File: config.mk
export PLATFORM = sky130hd
export DESIGN_NAME = motion_checked_escalating_pulser_unit
export DESIGN_NICKNAME = d
export VERILOG_FILES = /design/src/mcep_pkg.sv /design/src/motion_checked_escalating_pulser_unit.sv
export SDC_FILE = /design/constraint.sdc
export NUM_CORES = 2
export LEC_CHECK = 0
export ABC_AREA = 1
export BUFFER_PORTS_ARGS = -buffer_cell sky130_fd_sc_hd__buf_4
export CAP_MARGIN = 20
export CORE_ASPECT_RATIO = 1.1
export CORE_MARGIN = 8
export CORE_UTILIZATION = 55
export CTS_BUF_LIST = sky130_fd_sc_hd__clkbuf_4 sky130_fd_sc_hd__clkbuf_8
export DETAILED_ROUTE_END_ITERATION = 10
export GPL_ROUTABILITY_DRIVEN = 0
export PLACE_DENSITY = 0.77
export SETUP_SLACK_MARGIN = 0.15
export SYNTH_ARGS = -nofsm -noshare
export SYNTH_HDL_FRONTEND = slang
export SYNTH_SLANG_ARGS = --single-unit
File: constraint.sdc
create_clock -name clock -period 17.6 [get_ports clock]
set_input_delay 4.4 -clock clock [delete_from_list [all_inputs] [get_ports clock]]
set_output_delay 4.4 -clock clock [all_outputs]
set_load 0.005 [all_outputs]
File: src/mcep_pkg.sv
// ----------------------------------------------------------------------------
// mcep_pkg
// Shared types, codes and reset values for the motion-checked pulser.
// ----------------------------------------------------------------------------
package mcep_pkg;

   // default geometry of one averaging group and of one sample
   localparam int DEF_SAMPLES_PER_AVERAGE = 10;
   localparam int DEF_SAMPLE_BITS         = 13;

   // configuration port geometry
   localparam int CSR_INDEX_W = 3;
   localparam int CSR_DATA_W  = 16;

   // register widths, fixed by the register map
   localparam int THRESH_W = 13;
   localparam int DUTY_W   = 8;
   localparam int CHECKS_W = 16;

   // register reset values
   localparam logic [THRESH_W-1:0] RST_MOTION_THRESHOLD = 13'd64;
   localparam logic [DUTY_W-1:0]   RST_START_DUTY       = 8'd35;
   localparam logic [DUTY_W-1:0]   RST_DUTY_STEP        = 8'd15;
   localparam logic [DUTY_W-1:0]   RST_DUTY_LIMIT       = 8'd245;
   localparam logic [CHECKS_W-1:0] RST_CHECKS_PER_LEVEL = 16'd1000;

   typedef enum logic [CSR_INDEX_W-1:0] {
      REG_MOTION_THRESHOLD = 3'd0,
      REG_START_DUTY       = 3'd1,
      REG_DUTY_STEP        = 3'd2,
      REG_DUTY_LIMIT       = 3'd3,
      REG_CHECKS_PER_LEVEL = 3'd4
   } reg_index_type;

   typedef enum logic [1:0] {
      CMD_START      = 2'd0,
      CMD_SAMPLE     = 2'd1,
      CMD_PULSE_DONE = 2'd2
   } cmd_type;

   typedef enum logic [1:0] {
      PH_IDLE       = 2'd0,
      PH_BASELINE   = 2'd1,
      PH_WAIT_PULSE = 2'd2,
      PH_CHECKING   = 2'd3
   } phase_type;

   typedef enum logic [2:0] {
      ST_BUSY      = 3'd0,
      ST_PULSE     = 3'd1,
      ST_MOTION    = 3'd2,
      ST_EXHAUSTED = 3'd3,
      ST_IGNORED   = 3'd4
   } status_type;

endpackage

File: src/motion_checked_escalating_pulser_unit.sv
// ----------------------------------------------------------------------------
// motion_checked_escalating_pulser_unit
// Averages accelerometer groups, checks for motion and escalates pulse duty.
// ----------------------------------------------------------------------------
// Usage:
//   req_* carries one command word (start, sample, pulse done) with a
//   three-axis sample. Every accepted word yields exactly one rsp_* word:
//   busy, pulse request (with rsp_pulse_duty), motion detected, levels
//   exhausted or ignored.
//   csr_* writes the five registers (threshold, start duty, step, limit,
//   checks per level); write them only while no word is in flight.
// Throughput: one word per cycle unless a waiting result is stalled.
//   An accepted word is registered and held on rsp_* until taken. The
//   path from the input to the result register is one sum, one
//   constant-reciprocal multiply per axis and a compare.
// Reset (synchronous, active high): the run goes idle, the output register
//   empties and the registers return to their defaults.
// Stall: while a result waits and rsp_stall is high, req_stall is raised
//   and the held result does not change; when the result is taken, a new
//   word is accepted in that same cycle.
// ----------------------------------------------------------------------------
module motion_checked_escalating_pulser_unit
   import mcep_pkg::*;
#(
   parameter int SAMPLES_PER_AVERAGE = DEF_SAMPLES_PER_AVERAGE,
   parameter int SAMPLE_BITS         = DEF_SAMPLE_BITS
) (
   input  logic                          clock,
   input  logic                          reset,
   // request channel
   input  logic                          req_valid,
   output logic                          req_stall,
   input  logic [1:0]                    req_cmd,
   input  logic signed [SAMPLE_BITS-1:0] req_accel_x,
   input  logic signed [SAMPLE_BITS-1:0] req_accel_y,
   input  logic signed [SAMPLE_BITS-1:0] req_accel_z,
   // response channel
   output logic                          rsp_valid,
   input  logic                          rsp_stall,
   output logic [2:0]                    rsp_status,
   output logic [DUTY_W-1:0]             rsp_pulse_duty,
   // configuration port
   input  logic                          csr_write,
   input  logic [CSR_INDEX_W-1:0]        csr_index,
   input  logic [CSR_DATA_W-1:0]         csr_data
);

   // Group geometry. A group sum holds N samples without overflow.
   localparam int LOG_N   = $clog2(SAMPLES_PER_AVERAGE);
   localparam int CNT_W   = (LOG_N > 0) ? LOG_N : 1;
   localparam int SUM_W   = SAMPLE_BITS + LOG_N;
   // Exact truncating division by N: floor(m * ceil(2^S / N) / 2^S) is exact
   // for every m below 2^SUM_W when S = SUM_W + ceil(log2 N).
   localparam int SHIFT   = SUM_W + LOG_N;
   localparam int RECIP_W = SUM_W + 2;
   localparam int PROD_W  = SUM_W + RECIP_W;
   localparam longint unsigned RECIP_VAL =
      ((64'd1 << SHIFT) + SAMPLES_PER_AVERAGE - 1) / SAMPLES_PER_AVERAGE;
   localparam logic [RECIP_W-1:0] RECIP = RECIP_W'(RECIP_VAL);
   localparam logic [CNT_W-1:0] LAST_COUNT = CNT_W'(SAMPLES_PER_AVERAGE - 1);
   // Compare width for |base - avg| against the threshold
   localparam int DIFF_W = SAMPLE_BITS + 1;
   localparam int CMP_W  = (DIFF_W > THRESH_W) ? DIFF_W : THRESH_W;

   // Signed sum divided by N, truncated toward zero.
   function automatic logic signed [SAMPLE_BITS-1:0] group_avg(
      input logic signed [SUM_W-1:0] s
   );
      logic [SUM_W-1:0]  mag;
      logic [PROD_W-1:0] prod;
      logic [SUM_W-1:0]  quo;
      mag  = s[SUM_W-1] ? SUM_W'(-s) : SUM_W'(s);
      prod = PROD_W'(mag) * PROD_W'(RECIP);
      quo  = SUM_W'(prod >> SHIFT);
      return s[SUM_W-1] ? SAMPLE_BITS'(-quo) : SAMPLE_BITS'(quo);
   endfunction

   // |base - avg| above the threshold
   function automatic logic axis_moved(
      input logic signed [SAMPLE_BITS-1:0] base,
      input logic signed [SAMPLE_BITS-1:0] avg,
      input logic [THRESH_W-1:0]           thresh
   );
      logic signed [DIFF_W-1:0] diff;
      logic [DIFF_W-1:0]        mag;
      diff = DIFF_W'(base) - DIFF_W'(avg);
      mag  = diff[DIFF_W-1] ? DIFF_W'(-diff) : DIFF_W'(diff);
      return CMP_W'(mag) > CMP_W'(thresh);
   endfunction

   // ------------------------------------------------------------------------
   // Configuration registers
   // ------------------------------------------------------------------------
   logic [THRESH_W-1:0] motion_threshold_ff;
   logic [DUTY_W-1:0]   start_duty_ff;
   logic [DUTY_W-1:0]   duty_step_ff;
   logic [DUTY_W-1:0]   duty_limit_ff;
   logic [CHECKS_W-1:0] checks_per_level_ff;

   always_ff @(posedge clock) begin
      if (reset) begin
         motion_threshold_ff <= RST_MOTION_THRESHOLD;
         start_duty_ff       <= RST_START_DUTY;
         duty_step_ff        <= RST_DUTY_STEP;
         duty_limit_ff       <= RST_DUTY_LIMIT;
         checks_per_level_ff <= RST_CHECKS_PER_LEVEL;
      end else if (csr_write) begin
         case (csr_index)
            REG_MOTION_THRESHOLD: motion_threshold_ff <= csr_data[THRESH_W-1:0];
            REG_START_DUTY:       start_duty_ff       <= csr_data[DUTY_W-1:0];
            REG_DUTY_STEP:        duty_step_ff        <= csr_data[DUTY_W-1:0];
            REG_DUTY_LIMIT:       duty_limit_ff       <= csr_data[DUTY_W-1:0];
            REG_CHECKS_PER_LEVEL: checks_per_level_ff <= csr_data[CHECKS_W-1:0];
            default: ;
         endcase
      end
   end

   // ------------------------------------------------------------------------
   // Run state
   // ------------------------------------------------------------------------
   phase_type                     phase_ff, phase_in;
   logic [CNT_W-1:0]              group_count_ff, group_count_in;
   logic signed [SUM_W-1:0]       sum_x_ff, sum_y_ff, sum_z_ff;
   logic signed [SUM_W-1:0]       sum_x_in, sum_y_in, sum_z_in;
   logic signed [SAMPLE_BITS-1:0] base_x_ff, base_y_ff, base_z_ff;
   logic signed [SAMPLE_BITS-1:0] base_x_in, base_y_in, base_z_in;
   logic [DUTY_W-1:0]             duty_level_ff, duty_level_in;
   logic [CHECKS_W-1:0]           check_count_ff, check_count_in;

   // output register
   logic              rsp_valid_ff;
   status_type        status_ff, status_in;
   logic [DUTY_W-1:0] pulse_duty_ff, pulse_duty_in;

   logic    req_accept;
   cmd_type cmd;

   // Hold new words back only while a result waits and is stalled.
   assign req_stall  = rsp_valid_ff & rsp_stall;
   assign req_accept = req_valid & ~req_stall;
   assign cmd        = cmd_type'(req_cmd);

   // Datapath: add this sample, divide the completed group
   logic signed [SUM_W-1:0]       new_sum_x, new_sum_y, new_sum_z;
   logic signed [SAMPLE_BITS-1:0] avg_x, avg_y, avg_z;
   logic                          group_done, moved, start_exhausted;
   logic [CHECKS_W:0]             check_next;
   logic                          level_done;
   logic [DUTY_W:0]               duty_next;
   logic                          step_exhausted;
   logic                          in_group_phase;

   assign new_sum_x = sum_x_ff + SUM_W'(req_accel_x);
   assign new_sum_y = sum_y_ff + SUM_W'(req_accel_y);
   assign new_sum_z = sum_z_ff + SUM_W'(req_accel_z);
   assign avg_x     = group_avg(new_sum_x);
   assign avg_y     = group_avg(new_sum_y);
   assign avg_z     = group_avg(new_sum_z);

   assign group_done = (group_count_ff == LAST_COUNT);
   assign moved      = axis_moved(base_x_ff, avg_x, motion_threshold_ff) |
                       axis_moved(base_y_ff, avg_y, motion_threshold_ff) |
                       axis_moved(base_z_ff, avg_z, motion_threshold_ff);
   assign start_exhausted = (start_duty_ff >= duty_limit_ff);

   // A zero check count escalates after every group, like a count of one.
   assign check_next = (CHECKS_W + 1)'(check_count_ff) + (CHECKS_W + 1)'(1);
   assign level_done = (check_next >= (CHECKS_W + 1)'(checks_per_level_ff));
   assign duty_next  = (DUTY_W + 1)'(duty_level_ff) + (DUTY_W + 1)'(duty_step_ff);
   // Past full scale or at or above the limit, the levels are used up.
   assign step_exhausted = duty_next[DUTY_W] |
                           (duty_next[DUTY_W-1:0] >= duty_limit_ff);

   assign in_group_phase = (phase_ff inside {PH_BASELINE, PH_CHECKING});

   // Next phase
   always_comb begin
      phase_in = phase_ff;
      case (cmd)
         CMD_START: begin
            phase_in = PH_BASELINE;
         end
         CMD_SAMPLE: begin
            if (group_done) begin
               case (phase_ff)
                  PH_BASELINE: begin
                     phase_in = start_exhausted ? PH_IDLE : PH_WAIT_PULSE;
                  end
                  PH_CHECKING: begin
                     if (moved) begin
                        phase_in = PH_IDLE;
                     end else if (level_done) begin
                        phase_in = step_exhausted ? PH_IDLE : PH_WAIT_PULSE;
                     end
                  end
                  default: ;
               endcase
            end
         end
         CMD_PULSE_DONE: begin
            if (phase_ff == PH_WAIT_PULSE) begin
               phase_in = PH_CHECKING;
            end
         end
         default: ;
      endcase
   end

   // Group, level and result updates
   always_comb begin
      group_count_in = group_count_ff;
      sum_x_in       = sum_x_ff;
      sum_y_in       = sum_y_ff;
      sum_z_in       = sum_z_ff;
      base_x_in      = base_x_ff;
      base_y_in      = base_y_ff;
      base_z_in      = base_z_ff;
      duty_level_in  = duty_level_ff;
      check_count_in = check_count_ff;
      status_in      = ST_IGNORED;
      pulse_duty_in  = '0;
      case (cmd)
         CMD_START: begin
            group_count_in = '0;
            sum_x_in       = '0;
            sum_y_in       = '0;
            sum_z_in       = '0;
            check_count_in = '0;
            duty_level_in  = start_duty_ff;
            status_in      = ST_BUSY;
         end
         CMD_SAMPLE: begin
            if (in_group_phase) begin
               status_in = ST_BUSY;
               if (!group_done) begin
                  // accumulate into the open group
                  group_count_in = group_count_ff + CNT_W'(1);
                  sum_x_in       = new_sum_x;
                  sum_y_in       = new_sum_y;
                  sum_z_in       = new_sum_z;
               end else begin
                  // group complete: start a fresh one
                  group_count_in = '0;
                  sum_x_in       = '0;
                  sum_y_in       = '0;
                  sum_z_in       = '0;
                  if (phase_ff == PH_BASELINE) begin
                     base_x_in     = avg_x;
                     base_y_in     = avg_y;
                     base_z_in     = avg_z;
                     duty_level_in = start_duty_ff;
                     if (start_exhausted) begin
                        status_in = ST_EXHAUSTED;
                     end else begin
                        status_in     = ST_PULSE;
                        pulse_duty_in = start_duty_ff;
                     end
                  end else if (moved) begin
                     status_in = ST_MOTION;
                  end else if (level_done) begin
                     check_count_in = '0;
                     if (step_exhausted) begin
                        status_in = ST_EXHAUSTED;
                     end else begin
                        duty_level_in = duty_next[DUTY_W-1:0];
                        status_in     = ST_PULSE;
                        pulse_duty_in = duty_next[DUTY_W-1:0];
                     end
                  end else begin
                     check_count_in = check_next[CHECKS_W-1:0];
                  end
               end
            end
         end
         CMD_PULSE_DONE: begin
            if (phase_ff == PH_WAIT_PULSE) begin
               group_count_in = '0;
               sum_x_in       = '0;
               sum_y_in       = '0;
               sum_z_in       = '0;
               check_count_in = '0;
               status_in      = ST_BUSY;
            end
         end
         default: ;
      endcase
   end

   // Advance run state on every accepted word
   always_ff @(posedge clock) begin
      if (reset) begin
         phase_ff       <= PH_IDLE;
         group_count_ff <= '0;
         sum_x_ff       <= '0;
         sum_y_ff       <= '0;
         sum_z_ff       <= '0;
         base_x_ff      <= '0;
         base_y_ff      <= '0;
         base_z_ff      <= '0;
         duty_level_ff  <= '0;
         check_count_ff <= '0;
      end else if (req_accept) begin
         phase_ff       <= phase_in;
         group_count_ff <= group_count_in;
         sum_x_ff       <= sum_x_in;
         sum_y_ff       <= sum_y_in;
         sum_z_ff       <= sum_z_in;
         base_x_ff      <= base_x_in;
         base_y_ff      <= base_y_in;
         base_z_ff      <= base_z_in;
         duty_level_ff  <= duty_level_in;
         check_count_ff <= check_count_in;
      end
   end

   // Output register: load on accept, drop once taken
   always_ff @(posedge clock) begin
      if (reset) begin
         rsp_valid_ff <= 1'b0;
      end else if (req_accept) begin
         rsp_valid_ff <= 1'b1;
      end else if (!rsp_stall) begin
         rsp_valid_ff <= 1'b0;
      end
   end

   always_ff @(posedge clock) begin
      if (req_accept) begin
         status_ff     <= status_in;
         pulse_duty_ff <= pulse_duty_in;
      end
   end

   assign rsp_valid      = rsp_valid_ff;
   assign rsp_status     = status_ff;
   assign rsp_pulse_duty = pulse_duty_ff;

   // ------------------------------------------------------------------------
   // Assertions
   // ------------------------------------------------------------------------
   a_stall_only_when_full : assert property (@(posedge clock) disable iff (reset)
      req_stall |-> rsp_valid_ff)
      else $error("request stalled with an empty output register");

   a_duty_only_on_pulse : assert property (@(posedge clock) disable iff (reset)
      (rsp_valid_ff && status_ff != ST_PULSE) |-> (pulse_duty_ff == '0))
      else $error("pulse duty set on a non-pulse result");

   a_end_goes_idle : assert property (@(posedge clock) disable iff (reset)
      (req_accept && (status_in == ST_MOTION || status_in == ST_EXHAUSTED))
      |=> (phase_ff == PH_IDLE))
      else $error("run did not end after a final result");

   a_pulse_waits : assert property (@(posedge clock) disable iff (reset)
      (req_accept && status_in == ST_PULSE)
      |=> (phase_ff == PH_WAIT_PULSE && group_count_ff == '0))
      else $error("pulse request without waiting for pulse done");

   a_group_in_range : assert property (@(posedge clock) disable iff (reset)
      group_count_ff <= LAST_COUNT)
      else $error("group count beyond group size");

endmodule

==> impl_metrics.csv <==
group,metric,value,unit
global_routing,grt_pass1_vias,27300,
synth,avgSynthCellArea,7.37,sq um
global_routing,grtUsageTotal,0.232,
clocking,numClockSinks,185,
drt,route.detailed.drc,0,
synth,synth_top_area_share,0.221,
sta,fin_crit,16.21,ns
synth,ys_seq_area_frac,0.120,
job,cap_viol_max_count,0,
synth,syn_nets,5214,
synth,muxShareOfSynthArea,0.000314,
sta,slew_headroom,0.264,
floorplanning,coreArea,57300,sq um
global_routing,grt_overflow_total,0,
synth,synthCells,4331,
clocking,cts-hold-fix-buffers,0,
global_routing,antenna_found_initial,1,
synth,synth_seq_cells,185,
synth,synth_fa_ha_area_frac,0.380,
setup_path,cp_data_required_time,18.01,ns
synth,yosys.area_share.xor_xnor,0.0623,
synth,synth_cell_types,67,
setup_path,slowest_delay,0.51,ns
drt,num_vias,27300,
synth,ys_top_cells_by_area,"ha_1 22%, fa_1 16%, inv_1 11%",
clocking,tritoncts,"built",
drt,avgViaCountPerCell,5.29,
sta,drv_slew,0,
cells_and_area,fin_nets,5270,
clocking,cts_buffer_depth,2,
sta,skew,0.0304,ns
sta,fin_ws,1.39,ns
synth,synth_area,31900,sq um
setup_path,criticalPathCategory,"input port to flip-flop",
placed_design,place_ws,0.503,ns
clocking,h-tree-depth,4,
cells_and_area,ff_latch_area,3810,sq um
global_routing,grt_pass1_wl,127000,um
cells_and_area,syn_to_final_growth,6.22,%
clocking,cts_buffers,17,
drt,first_pass_iters,6,
drt,drt-total-wl,75700,um
sta,fmax,0.0617,GHz
synth,yosysTopAreaCell,"ha_1",
setup_path,cp_common_cell,"nand2_1",
synth,synth_compound_area_frac,0.111,
sta,timing.final.crit_share,0.921,
synth,synthTopCellsByCount,"955 x inv_1, 764 x nand2_1, 564 x ha_1",
drt,drt_iter0_drc,1377,
worst_hold_path,hp-class,"flip-flop to flip-flop",
floorplanning,dieHeight,269,um
setup_path,critPathCaptureType,"flip-flop",
sta,whs,0.473,ns
sta,fin_tns_setup,0,ns
synth,synth_edf_count,11,
sta,finalSetupViolCount,0,
floorplanning,dieArea,66000,sq um
setup_path,cp_data_arrival_time,16.62,ns
synth,yosysMostFrequentCell,"inv_1",
setup_path,startpoint_type,"input port",
cells_and_area,drive_above_1_share,0.0686,
clocking,root_buffer,"clkbuf_8",
global_routing,grt_max_degree,93,
cells_and_area,nFillCells,5287,
setup_path,cp_max_fo,8,
drt,ant_nets,0,
drt,drt-wirelength-per-cell,14.7,um
placed_design,dp_hpwl,64000,um
sta,rsz0062_at_grt,"false",
sta,hold_viol_final,0,
run_status,outcome,"finished clean",
synth,yosys_warnings,0,
placed_design,place.port_buffers,77,
clocking,clk_latency,0.58,ns
sta,worst_pin_slew,1.10,ns
floorplanning,pin_count,78,
synth,async_reset_ff_frac,0,
floorplanning,rows,92,
clocking,path_clk_slew,0.12,ns
floorplanning,initial_core_util,0.557,
setup_path,slowest_stage,"fa_1",
cells_and_area,multi_input_area,24300,sq um
synth,synth_simple_gate_area_frac,0.205,
synth,synth_top_family_by_area,"adder cells",
floorplanning,die_w,246,um
synth,synth_ff_type,"dfxtp_1",
[critical path: cells and delay by family]
kind                       cells  cell delay [ns]
buffers and inverters         10             0.89
AOI/OAI and AO/OA             17             2.86
adders and majority gates     11             4.19
xor gates and xnor gates       4             0.86
and+or+nand+nor               33             3.40
[flip-flops by register name, summed over array words and instances (netlist names)]
signal	flops
sum_x_ff	17
sum_y_ff	17
sum_z_ff	17
check_count_ff	16
checks_per_level_ff	16
base_x_ff	13
base_y_ff	13
base_z_ff	13
motion_threshold_ff	13
duty_level_ff	8
duty_limit_ff	8
duty_step_ff	8
rsp_pulse_duty	8
start_duty_ff	8
group_count_ff	4
rsp_status	3
phase_ff	2
rsp_valid	1
[cell families (layout without fill, tap and decap cells)]
logic type               Yosys count  after routing
other                              0              1
AND/OR/NAND/NOR                 1472           1472
flip-flops                       185            185
buffers and inverters           1025           1094
AO/OA/AOI/OAI                    610            610
multiplexers                       1              1
adder cells (fa/ha/maj)          818            818
XOR/XNOR                         220            220
[metal layers]
metal,wire (um),share of wire,global-route usage,up-vias
li1,-,-,-,13900
met2,37500,0.50,0.418,572
met4,2310,0.031,0.0833,0
met5,0,0,0,-
met3,3140,0.041,0.0335,155
met1,32800,0.43,0.278,12700
[final cells by class]
class,instances,area share
tap,752,0.0278
antenna,1,0.0000738
sequential,185,0.113
clock buffer,17,0.00690
multi-input combinational,3121,0.718
timing repair buffer,93,0.0210
inverter,969,0.108
clock inverter,15,0.00624
[stage by stage]
stage / instance area (sq um) / utilization / instances
global route: 33900 / 0.591 / 5153
finish: 33900 / 0.591 / 5153
CTS: 33800 / 0.589 / 5150
detailed placement: 33300 / 0.581 / 5118
global placement: 33300 / 0.581 / 5118
floorplan: 31900 / - / 4331
[final timing paths]
kind,slack (ns),startpoint,cells past startpoint,to
worst min-delay path,0.47,checks_per_level_ff[12]$_SDFFE_PP0P_,2,checks_per_level_ff[12]$_SDFFE_PP0P_
worst min register to register,0.47,checks_per_level_ff[12]$_SDFFE_PP0P_,2,checks_per_level_ff[12]$_SDFFE_PP0P_
worst max register to register,5.00,sum_y_ff[0]$_SDFFE_PP0P_,69,rsp_pulse_duty[7]$_SDFFCE_PN0P_
worst max-delay path,1.39,req_accel_x[2],75,rsp_pulse_duty[7]$_SDFFCE_PN0P_
[what timing repair did]
| item | 4_1_cts | 5_1_grt |
|---|---|---|
| hold endpoints to repair | 0 | 0 |
| gates resized for setup | 0 | 21 |
| buffers inserted | 0 | 2 |
| endpoints found under the setup margin | 0 | 36 |
[cell usage in the layout (no fill, tap or decap), drive strengths merged, types with 2 or more instances in the layout]
cell type | synthesis | layout
a2111oi | 2 | 2
a211oi | 6 | 6
a21boi | 5 | 5
a21o | 23 | 23
a21oi | 291 | 291
a221oi | 3 | 3
a2bb2oi | 2 | 2
a31o | 4 | 4
a31oi | 15 | 15
and2 | 5 | 5
buf | 8 | 93
clkbuf | 48 | 17
clkinv | 2 | 7
dfxtp | 174 | 174
edfxtp | 11 | 11
fa | 254 | 254
ha | 564 | 564
inv | 967 | 975
nand2 | 837 | 837
nand3 | 186 | 186
nand3b | 23 | 23
nand4 | 31 | 31
nor2 | 298 | 298
nor3 | 65 | 65
nor4 | 13 | 13
o211a | 2 | 2
o211ai | 41 | 41
o21a | 12 | 12
o21ai | 144 | 144
o21bai | 41 | 41
o221ai | 2 | 2
o311ai | 3 | 3
o31ai | 7 | 7
o41ai | 2 | 2
or2 | 12 | 12
xnor2 | 48 | 48
xor2 | 172 | 172
Power is not shown: default switching activity piles up to over one toggle a cycle in this logic, so the estimate is an artifact.
